$ cat src/rtl/hvcc_pkg.sv
// hvcc_pkg: shared types and constants for the hvcC parameter set extractor.
// No dependencies.
package hvcc_pkg;

    localparam int unsigned ByteW  = 8;
    localparam int unsigned CountW = 16;
    localparam int unsigned HdrW   = 5;

    localparam logic [HdrW-1:0]  HdrCountByte = 5'd22;
    localparam logic [ByteW-1:0] VersionByte  = 8'd1;

    typedef struct packed {
        logic [ByteW-1:0] array_index;
        logic             empty_unit;
        logic             unit_last;
        logic             unit_first;
        logic [ByteW-1:0] payload_byte;
    } t_result;

endpackage

$ cat src/rtl/hvcc_parameter_set_extractor.sv
// hvcc_parameter_set_extractor: hvcC record byte stream in, parameter set payload out.
// Path: input register, then parser logic, then the output stage register.
// Throughput: one byte per cycle while the master side does not back-pressure.
// Reset: synchronous, active low; parser returns to idle, both stages empty.
// Depends on hvcc_pkg, hvcc_parser, hvcc_out_stage.
module hvcc_parameter_set_extractor (
    input  logic        i_clk,
    input  logic        i_rst_n,
    input  logic        s_axis_tvalid,
    output logic        s_axis_tready,
    input  logic [7:0]  s_axis_tdata,   // [7:0] data_byte
    input  logic [0:0]  s_axis_tuser,   // [0] record_start
    output logic        m_axis_tvalid,
    input  logic        m_axis_tready,
    output logic [15:0] m_axis_tdata,   // [7:0] payload_byte, [15:8] array_index
    output logic        m_axis_tlast,   // unit_last
    output logic [1:0]  m_axis_tuser    // [0] unit_first, [1] empty_unit
);
    import hvcc_pkg::*;

    logic       r_in_valid;
    logic [7:0] r_in_byte;
    logic       r_in_start;

    logic       res_valid;
    t_result    res;
    logic       can_load;
    logic       step;
    t_result    out_res;

    assign step          = r_in_valid && (!res_valid || can_load);
    assign s_axis_tready = !r_in_valid || step;

    always_ff @(posedge i_clk) begin
        if (!i_rst_n) begin
            r_in_valid <= 1'b0;
        end else if (s_axis_tready) begin
            r_in_valid <= s_axis_tvalid;
        end
    end

    always_ff @(posedge i_clk) begin
        if (s_axis_tready && s_axis_tvalid) begin
            r_in_byte  <= s_axis_tdata;
            r_in_start <= s_axis_tuser[0];
        end
    end

    hvcc_parser u_parser (
        .i_clk       (i_clk),
        .i_rst_n     (i_rst_n),
        .i_step      (step),
        .i_byte      (r_in_byte),
        .i_start     (r_in_start),
        .o_res_valid (res_valid),
        .o_res       (res)
    );

    hvcc_out_stage u_out (
        .i_clk      (i_clk),
        .i_rst_n    (i_rst_n),
        .i_load     (step && res_valid),
        .i_res      (res),
        .i_ready    (m_axis_tready),
        .o_can_load (can_load),
        .o_valid    (m_axis_tvalid),
        .o_res      (out_res)
    );

    assign m_axis_tdata = {out_res.array_index, out_res.payload_byte};
    assign m_axis_tlast = out_res.unit_last;
    assign m_axis_tuser = {out_res.empty_unit, out_res.unit_first};

endmodule

$ cat src/rtl/hvcc_parser.sv
// hvcc_parser: record parse state and the per-byte next-state / result logic.
// Depends on hvcc_pkg.
module hvcc_parser (
    input  logic                  i_clk,
    input  logic                  i_rst_n,
    input  logic                  i_step,
    input  logic [7:0]            i_byte,
    input  logic                  i_start,
    output logic                  o_res_valid,
    output hvcc_pkg::t_result     o_res
);
    import hvcc_pkg::*;

    typedef enum logic [2:0] {
        PH_IDLE    = 3'd0,
        PH_HEADER  = 3'd1,
        PH_TYPE    = 3'd2,
        PH_UCNT_HI = 3'd3,
        PH_UCNT_LO = 3'd4,
        PH_LEN_HI  = 3'd5,
        PH_LEN_LO  = 3'd6,
        PH_PAYLOAD = 3'd7
    } t_phase;

    t_phase              r_phase, n_phase;
    logic [HdrW-1:0]     r_hdr_cnt, n_hdr_cnt;
    logic [ByteW-1:0]    r_arrays_left, n_arrays_left;
    logic [ByteW-1:0]    r_cur_array, n_cur_array;
    logic [CountW-1:0]   r_units_left, n_units_left;
    logic [CountW-1:0]   r_bytes_left, n_bytes_left;
    logic [ByteW-1:0]    r_hi_hold, n_hi_hold;

    logic [CountW-1:0]   word;
    logic [CountW-1:0]   units_dec;
    logic [ByteW-1:0]    arrays_dec;
    logic [ByteW-1:0]    array_inc;
    logic                array_done;
    t_phase              unit_end_phase;

    assign word       = {r_hi_hold, i_byte};
    assign arrays_dec = r_arrays_left - 8'd1;
    assign array_inc  = r_cur_array + 8'd1;
    assign units_dec  = r_units_left - 16'd1;
    assign array_done = (arrays_dec == '0);
    assign unit_end_phase = (units_dec == '0) ? (array_done ? PH_IDLE : PH_TYPE) : PH_LEN_HI;

    always_comb begin
        n_phase       = r_phase;
        n_hdr_cnt     = r_hdr_cnt;
        n_arrays_left = r_arrays_left;
        n_cur_array   = r_cur_array;
        n_units_left  = r_units_left;
        n_bytes_left  = r_bytes_left;
        n_hi_hold     = r_hi_hold;
        o_res_valid   = 1'b0;
        o_res.payload_byte = i_byte;
        o_res.unit_first   = 1'b0;
        o_res.unit_last    = 1'b0;
        o_res.empty_unit   = 1'b0;
        o_res.array_index  = r_cur_array;

        if (i_start) begin
            n_phase       = (i_byte == VersionByte) ? PH_HEADER : PH_IDLE;
            n_hdr_cnt     = (i_byte == VersionByte) ? HdrW'(1) : '0;
            n_arrays_left = '0;
            n_cur_array   = '0;
            n_units_left  = '0;
            n_bytes_left  = '0;
            n_hi_hold     = '0;
        end else begin
            case (r_phase)
                PH_HEADER: begin
                    if (r_hdr_cnt >= HdrCountByte) begin
                        n_arrays_left = i_byte;
                        n_cur_array   = '0;
                        n_phase       = (i_byte == '0) ? PH_IDLE : PH_TYPE;
                    end else begin
                        n_hdr_cnt = r_hdr_cnt + HdrW'(1);
                    end
                end
                PH_TYPE: begin
                    n_phase = PH_UCNT_HI;
                end
                PH_UCNT_HI: begin
                    n_hi_hold = i_byte;
                    n_phase   = PH_UCNT_LO;
                end
                PH_UCNT_LO: begin
                    n_units_left = word;
                    n_hi_hold    = '0;
                    if (word == '0) begin
                        n_arrays_left = arrays_dec;
                        n_cur_array   = array_inc;
                        n_phase       = array_done ? PH_IDLE : PH_TYPE;
                    end else begin
                        n_phase = PH_LEN_HI;
                    end
                end
                PH_LEN_HI: begin
                    n_hi_hold = i_byte;
                    n_phase   = PH_LEN_LO;
                end
                PH_LEN_LO: begin
                    if (word == '0) begin
                        n_hi_hold          = '0;
                        o_res_valid        = 1'b1;
                        o_res.payload_byte = '0;
                        o_res.empty_unit   = 1'b1;
                        n_units_left       = units_dec;
                        n_phase            = unit_end_phase;
                        if (units_dec == '0) begin
                            n_arrays_left = arrays_dec;
                            n_cur_array   = array_inc;
                        end
                    end else begin
                        n_bytes_left = word;
                        n_hi_hold    = 8'd1;
                        n_phase      = PH_PAYLOAD;
                    end
                end
                PH_PAYLOAD: begin
                    o_res_valid      = 1'b1;
                    o_res.unit_first = (r_hi_hold != '0);
                    o_res.unit_last  = (r_bytes_left == 16'd1);
                    n_hi_hold        = '0;
                    n_bytes_left     = r_bytes_left - 16'd1;
                    if (r_bytes_left == 16'd1) begin
                        n_units_left = units_dec;
                        n_phase      = unit_end_phase;
                        if (units_dec == '0) begin
                            n_arrays_left = arrays_dec;
                            n_cur_array   = array_inc;
                        end
                    end
                end
                default: begin
                    n_phase = r_phase;
                end
            endcase
        end
    end

    always_ff @(posedge i_clk) begin
        if (!i_rst_n) begin
            r_phase       <= PH_IDLE;
            r_hdr_cnt     <= '0;
            r_arrays_left <= '0;
            r_cur_array   <= '0;
            r_units_left  <= '0;
            r_bytes_left  <= '0;
            r_hi_hold     <= '0;
        end else if (i_step) begin
            r_phase       <= n_phase;
            r_hdr_cnt     <= n_hdr_cnt;
            r_arrays_left <= n_arrays_left;
            r_cur_array   <= n_cur_array;
            r_units_left  <= n_units_left;
            r_bytes_left  <= n_bytes_left;
            r_hi_hold     <= n_hi_hold;
        end
    end

endmodule

$ cat src/rtl/hvcc_out_stage.sv
// hvcc_out_stage: result register toward the master-side stream.
// Depends on hvcc_pkg.
module hvcc_out_stage (
    input  logic               i_clk,
    input  logic               i_rst_n,
    input  logic               i_load,
    input  hvcc_pkg::t_result  i_res,
    input  logic               i_ready,
    output logic               o_can_load,
    output logic               o_valid,
    output hvcc_pkg::t_result  o_res
);
    import hvcc_pkg::*;

    logic    r_valid;
    t_result r_res;

    assign o_can_load = !r_valid || i_ready;
    assign o_valid    = r_valid;
    assign o_res      = r_res;

    always_ff @(posedge i_clk) begin
        if (!i_rst_n) begin
            r_valid <= 1'b0;
        end else if (o_can_load) begin
            r_valid <= i_load;
        end
    end

    always_ff @(posedge i_clk) begin
        if (o_can_load && i_load) begin
            r_res <= i_res;
        end
    end

endmodule
$ cat config.mk
export PLATFORM = sky130hd
export DESIGN_NAME = hvcc_parameter_set_extractor
export DESIGN_NICKNAME = d
export VERILOG_FILES = /design/src/rtl/hvcc_pkg.sv /design/src/rtl/hvcc_parameter_set_extractor.sv /design/src/rtl/hvcc_parser.sv /design/src/rtl/hvcc_out_stage.sv
export SDC_FILE = /design/constraint.sdc
export NUM_CORES = 1
export LEC_CHECK = 0
export ABC_AREA = 1
export ABC_CLOCK_PERIOD_IN_PS = 3900
export BUFFER_PORTS_ARGS = -buffer_cell sky130_fd_sc_hd__buf_2
export CORE_MARGIN = 2
export CORE_UTILIZATION = 50
export DETAILED_ROUTE_END_ITERATION = 8
export HOLD_SLACK_MARGIN = 0.08
export PLACE_DENSITY = 0.68
export SLEW_MARGIN = 10
export SYNTH_ARGS = -nofsm -noshare
export SYNTH_HDL_FRONTEND = slang
export SYNTH_SLANG_ARGS = --single-unit
$ cat constraint.sdc
create_clock -name i_clk -period 3.9 [get_ports i_clk]
set_clock_uncertainty 0.05 [all_clocks]
set_input_delay 0.39 -clock i_clk [delete_from_list [all_inputs] [get_ports i_clk]]
set_output_delay 0.39 -clock i_clk [all_outputs]
set_load 0.05 [all_outputs]
# [Word-level counts from Yosys, hierarchy flattened]
# Index checks and enable logic that the tools add are counted.
[totals] ff_bits=94 input_bits=13 output_inout_bits=21 wordCells=114
[classes] add_sub_neg=5 order_cmp=1 eq_ne=15 muxes=44 bitwise_logic=2 n_reduce_logical=31
[op_table] op="$mux W8" n=16
[op_table] op="$mux W16" n=5
[op_table] op="$pmux W8 S4" n=2
[op_table] op="$pmux W16 S3" n=1
[op_table] op="$logic_not A16 Y1" n=2
[op_table] op="$pmux W16 S2" n=1
[op_table] op="$sub A16 B1 Y16 const B" n=2
[op_table] op="$pmux W8 S3" n=1
[op_table] op="$pmux W3 S7" n=1
[op_table] op="$mux W3" n=6
[op_table] op="$eq A16 B1 Y1 const B" n=1
[op_table] op="$logic_not A8 Y1" n=2
[op_table] op="$reduce_bool A8 Y1" n=2
[op_table] op="$mux W5" n=3
[op_table] op="$eq A3 B3 Y1 const B" n=4
[op_table] op="$ne A3 B2 Y1 const B" n=4
[op_table] op="$add A8 B1 Y8 const B" n=1
[op_table] op="$eq A8 B1 Y1 const B" n=1
[op_table] op="$reduce_and A4 Y1" n=2
[op_table] op="$reduce_bool A4 Y1" n=2
[op_table] op="$reduce_or A2 Y1" n=4
[op_table] op="$sub A8 B1 Y8 const B" n=1
[op_table] op="$eq A3 B2 Y1 const B" n=2
[op_table] op="$reduce_and A3 Y1" n=2
[op_table] op="other kinds (17)" n=30

# [Longest topological paths before layout]
[depth] depth_word=9 ltp_mapped=17 depth_no_buf=16

# [By module]
# A second synthesis with hierarchy kept.
[unflattened] cells_unflattened=737 area_unflattened_um2=5321.4
[by_module_without_submodules] mod="hvcc_parser" instances=1 cells_per_inst=691 area_per_inst_um2=4355.4 seq_area_each_um2=1281.2
[by_module_without_submodules] mod="hvcc_out_stage" instances=1 cells_per_inst=26 area_per_inst_um2=621.8 seq_area_each_um2=590.6
[by_module_without_submodules] mod="hvcc_parameter_set_extractor" instances=1 cells_per_inst=20 area_per_inst_um2=344.1 seq_area_each_um2=290.3

# [Worst setup path before layout]
# OpenSTA, ideal clock, no wires.
[synth_path] path_type="flip-flop to flip-flop" start="register u_parser.r_units_left[0]" end="register u_parser.r_cur_array[0]" setup_time_ns=0.114 arrival_time_ns=2.055 t_required_ns=3.736 path_slack_ns=1.681 stages_incl_launch_ff=15 n_path_buf=2 period_less_slack_ns=2.219 cell_sequence="dfxtp_1 -> inv_1 -> ha_1 -> clkbuf_1 -> nand2_2 -> o21ai_0 -> and2_1 -> nand2_1 -> nor2_1 -> nand3_1 -> nand2_1 -> nand4_4 -> buf_6 -> a21oi_1 -> nor2_1"
[synth_between] elab_chain_len=6 word_cells_on_any_way=7 cone_classes="1 x add/sub; 5 x mux; 1 x reduce/logical"
[synth_lines] element="start, declared" line_no="hvcc_parser.sv:29" source="logic [CountW-1:0] r_units_left, n_units_left;"
[synth_lines] element="start signal, assigned" line_no="hvcc_parser.sv:157" source="r_units_left <= n_units_left;"
[synth_lines] element="$sub A16 B1 Y16 (*)" line_no="hvcc_parser.sv:43" source="assign units_dec = r_units_left - 16'd1;"
[synth_lines] element="$logic_not A16 Y1 (*)" line_no="hvcc_parser.sv:111, hvcc_parser.sv:130"
[synth_lines] element="$mux W8 (*)"
[synth_lines] element="$mux W8 (on tied branches)"
[synth_lines] element="$pmux W8 S4 (*)"
[synth_lines] element="$mux W8 (*)"
[synth_lines] element="end signal, assigned" line_no="hvcc_parser.sv:156" source="r_cur_array <= n_cur_array;"
[synth_lines] element="end, declared" line_no="hvcc_parser.sv:28" source="logic [ByteW-1:0] r_cur_array, n_cur_array;"
# Every way passes the cells marked *; elsewhere a longest branch is shown, timed or not. The select of a mux whose other input is x is not followed.
# A chain may end at the register's enable or synchronous reset.

# [Final worst setup path]
[layout_path] start="register u_parser.r_hi_hold[1]" end="register u_parser.r_cur_array[1]"
[layout_between] elab_chain_len=8 word_cells_on_any_way=10 cone_classes="2 x eq/ne; 3 x mux; 5 x reduce/logical"
[layout_lines] element="start, declared" line_no="hvcc_parser.sv:31" source="logic [ByteW-1:0] r_hi_hold, n_hi_hold;"
[layout_lines] element="start signal, assigned" line_no="hvcc_parser.sv:159" source="r_hi_hold <= n_hi_hold;"
[layout_lines] element="$logic_not A16 Y1 (*)" line_no="hvcc_parser.sv:91, hvcc_parser.sv:104"
[layout_lines] element="$mux W1" line_no="hvcc_parser.sv:104" source="if (word == '0) begin"
[layout_lines] element="$pmux W1 S2" line_no="hvcc_parser.sv:71" source="case (r_phase)"
[layout_lines] element="$mux W1" line_no="hvcc_parser.sv:62" source="if (i_start) begin"
[layout_lines] element="$logic_not A1 Y1" line_no="hvcc_parameter_set_extractor.sv:31" source="assign step = r_in_valid && (!res_valid || can_load);"
[layout_lines] element="$logic_or A1 B1 Y1" line_no="hvcc_parameter_set_extractor.sv:31"
[layout_lines] element="$logic_and A1 B1 Y1" line_no="hvcc_parameter_set_extractor.sv:31"
[layout_lines] element="$reduce_and A6 Y1 (no source line) (*)"
# Every way passes the cells marked *; elsewhere a longest branch is shown, timed or not.

==> impl_metrics.csv <==
group,metric,value,unit
clocking,cts.reportedPaths.clkPinSlew,0.10,ns
global_routing,grtUsageTotal,23.7,%
flow_run,max-cap-violations,0,
drt,drt-initial-drc-count,348,
cells_and_area,syn_to_final_growth,7.35,%
synthesis,synth_enable_flop_cells,28,
critical_path,critical_path.max_stage_delay,0.45,ns
critical_path,path_class,"flop to flop",
clocking,post_cts_resize_count,0,
drt,post_drt_wl_per_cell,14.9,µm
floorplanning,die_h,109,µm
pwr,leakage,2.43,nW
clocking,clock_latency,0.39,ns
clocking,postCtsHoldBufs,0,
synthesis,synth-seq-area-share,39.1,%
sta,setup_viol,0,
critical_path,end_kind,"flop",
sta,timing.final.crit_share,67.9,%
sta,min_period,2.65,ns
synthesis,syn-cell-area,5540,µm²
critical_path,crit_path_cell_trace,"inv_1 -> nand4_1 -> nor2_1 -> nand2_2 -> nand2_1 -> nand2_4 -> nor2_4 -> nand4_4 -> a21oi_1 -> nor2_1",
cells_and_area,drive_above_1_share,16.5,%
global_routing,grt_pass1_wl,21900,µm
critical_path,cp-start-kind,"flop",
clocking,cts_setup_buffers,0,
cells_and_area,final_cell_mix,"nand2_1 (129), inv_1 (83), nor2_1 (71)",
synthesis,synthCells,735,
clocking,cts_tree,"built",
global_routing,grt_pass1_vias,4528,
drt,firstDrtPassIters,5,
clocking,cts_buffer_depth,2,
sta,timing.fmax,378,MHz
outcome,status,"finished, final reports clean",
critical_path,critPathTopFamily,"simple AND/OR/NAND/NOR gates",
critical_path,critPathSlowestCell,"nor2_1",
sta,finalHoldViolCount,0,
synthesis,synthFlopType,"dfxtp_1",
clocking,root_buffer,"clkbuf_8",
global_routing,overflow,0,
synthesis,synth.avg_cell_area,7.53,µm²
synthesis,synthArstFlopShare,0,%
cells_and_area,design_area,5940,µm²
synthesis,synth_cell_types,47,
clocking,cts_buffers,9,
drt,ant_nets,0,
floorplanning,initial_core_util,51.1,%
critical_path,cp.required,4.13,ns
drt,via_count,4845,
drt,detail_route.vias_per_cell,5.41,
critical_path,critical_path_arrival,2.88,ns
floorplanning,row_count,38,
cells_and_area,antennaDiodeCount,0,
clocking,htree_levels,3,
cells_and_area,nets,773,
pwr,power_density,365,nW/µm²
critical_path,path_max_fanout,19,
pwr,ir_worst_vdd,0.345,mV
sta,setup_tns,0,ns
floorplanning,coreArea,10800,µm²
pwr,p_total,2.17,mW
floorplanning,top_level_ports,34,
place,postPlaceCellArea,5730,µm²
sta,report.final.slew_viol_count,0,
cells_and_area,final_core_util,54.8,%
sta,worst_pin_slew,0.860,ns
critical_path,critPathBufInv,1,
cells_and_area,final_common_cell,"nand2_1",
sta,rsz0062_at_grt,"no",
global_routing,grt_max_degree,34,
critical_path,critPathMostFrequentCell,"nor2_1",
synthesis,synth_warnings,0,
drt,finalWirelength,13400,µm
min_path,hp-class,"input pin to flop",
place,dpl.hpwl,9730,µm
place,port-buffer-count,33,
floorplanning,dieArea,11900,µm²
synthesis,synth-seq-cells,94,
synthesis,synth_nets,757,
cells_and_area,n_fill_cell,1034,
global_routing,antenna_found_initial,0,
place,gp_congestion,0.908,
floorplanning,die_w,109,µm
sta,maxSlewHeadroom,42.6,%
drt,drcViolationCount,0,
clocking,cts.sinks,94,
registers in the layout, summed over array words and instances, names as in the netlist:
signal,cells
u_parser.r_units_left,16
u_parser.r_phase,3
u_parser.r_arrays_left,8
u_out.o_valid,1
u_parser.r_hdr_cnt,5
u_out.o_res,19
r_in_byte,8
u_parser.r_cur_array,8
r_in_start,1
u_parser.r_hi_hold,8
r_in_valid,1
u_parser.r_bytes_left,16
final timing paths:
path | startpoint | to | slack (ns) | cells after the start
setup / recovery | u_parser.r_hi_hold[1] | u_parser.r_cur_array[1] | 1.25 | 10
hold / removal | s_axis_tdata[5] | r_in_byte[5] | 0.12 | 1
setup reg to reg | u_parser.r_hi_hold[1] | u_parser.r_cur_array[1] | 1.25 | 10
hold reg to reg | u_parser.r_hdr_cnt[4] | u_parser.r_hdr_cnt[4] | 0.43 | 2
metal layers:
metal	wire (µm)	global-route usage (%)	share of wire, %	vias up
met4	316	9.13	2.4	0
met1	6250	31.5	47	2237
met5	0	0	0	-
met3	653	6.22	4.9	29
li1	-	-	-	2470
met2	6140	36.9	46	109
through the flow:
step	worst slack (ns)	hold slack [ns]	cells
after floorplan	1.68	0.387	735
after global placement	1.43	0.407	880
after CTS	1.27	0.0993	896
after detailed placement	1.31	0.411	880
final	1.25	0.121	896
after global routing	0.972	0.0944	896
worst register-to-register path, stage by stage (launching register included):
cell	delay, ns
dfxtp_1	0.31
inv_1	0.16
nand4_1	0.12
nor2_1	0.45
nand2_2	0.19
nand2_1	0.14
nand2_4	0.08
nor2_4	0.34
nand4_4	0.38
a21oi_1	0.27
nor2_1	0.06
power breakdown:
group	internal [mW]	switching [mW]	total (mW)
sequential	1.04	0.0333	1.07
combinational	0.129	0.268	0.397
clock	0.337	0.367	0.703
total	1.50	0.668	2.17
cell usage after synthesis (6+ instances only):
cell type | count | share of area [%]
a21oi_1 | 63 | 5.7
nand2_4 | 6 | 1.2
dfxtp_1 | 66 | 24
nand2_1 | 129 | 8.7
o211ai_1 | 11 | 1.5
o21ai_1 | 9 | 0.81
nand3_1 | 50 | 4.5
a21oi_2 | 10 | 1.6
nor3_1 | 16 | 1.4
ha_1 | 9 | 2.0
o21ai_0 | 43 | 3.9
nor2_4 | 6 | 1.2
inv_1 | 83 | 5.6
nor2_1 | 71 | 4.8
edfxtp_1 | 28 | 15
xor2_1 | 10 | 1.6
o22ai_1 | 16 | 1.8
clkbuf_1 | 20 | 1.4
inv_2 | 7 | 0.47
nand2_2 | 15 | 1.7
nand4_1 | 8 | 0.90
final cells by class:
type | instances | area (µm²) | area share, %
multi-input cells | 515 | 2840 | 47.7
flip-flops and latches | 94 | 2160 | 36.4
inverters | 94 | 363 | 6.11
repair buffers | 37 | 195 | 3.28
well taps | 140 | 175 | 2.95
clock buffers | 12 | 155 | 2.61
clock inverters | 4 | 55.1 | 0.927
kinds of logic after synthesis:
logic type | count (synthesis) | share of synthesized area (%)
adder cells (fa/ha/maj) | 9 | 2.03
flip-flops | 94 | 39.1
AO/OA/AOI/OAI | 161 | 16.9
buffers and inverters | 126 | 9.70
AND/OR/NAND/NOR | 331 | 30.1
XOR/XNOR | 14 | 2.22
(Power assumes the default switching activity.)
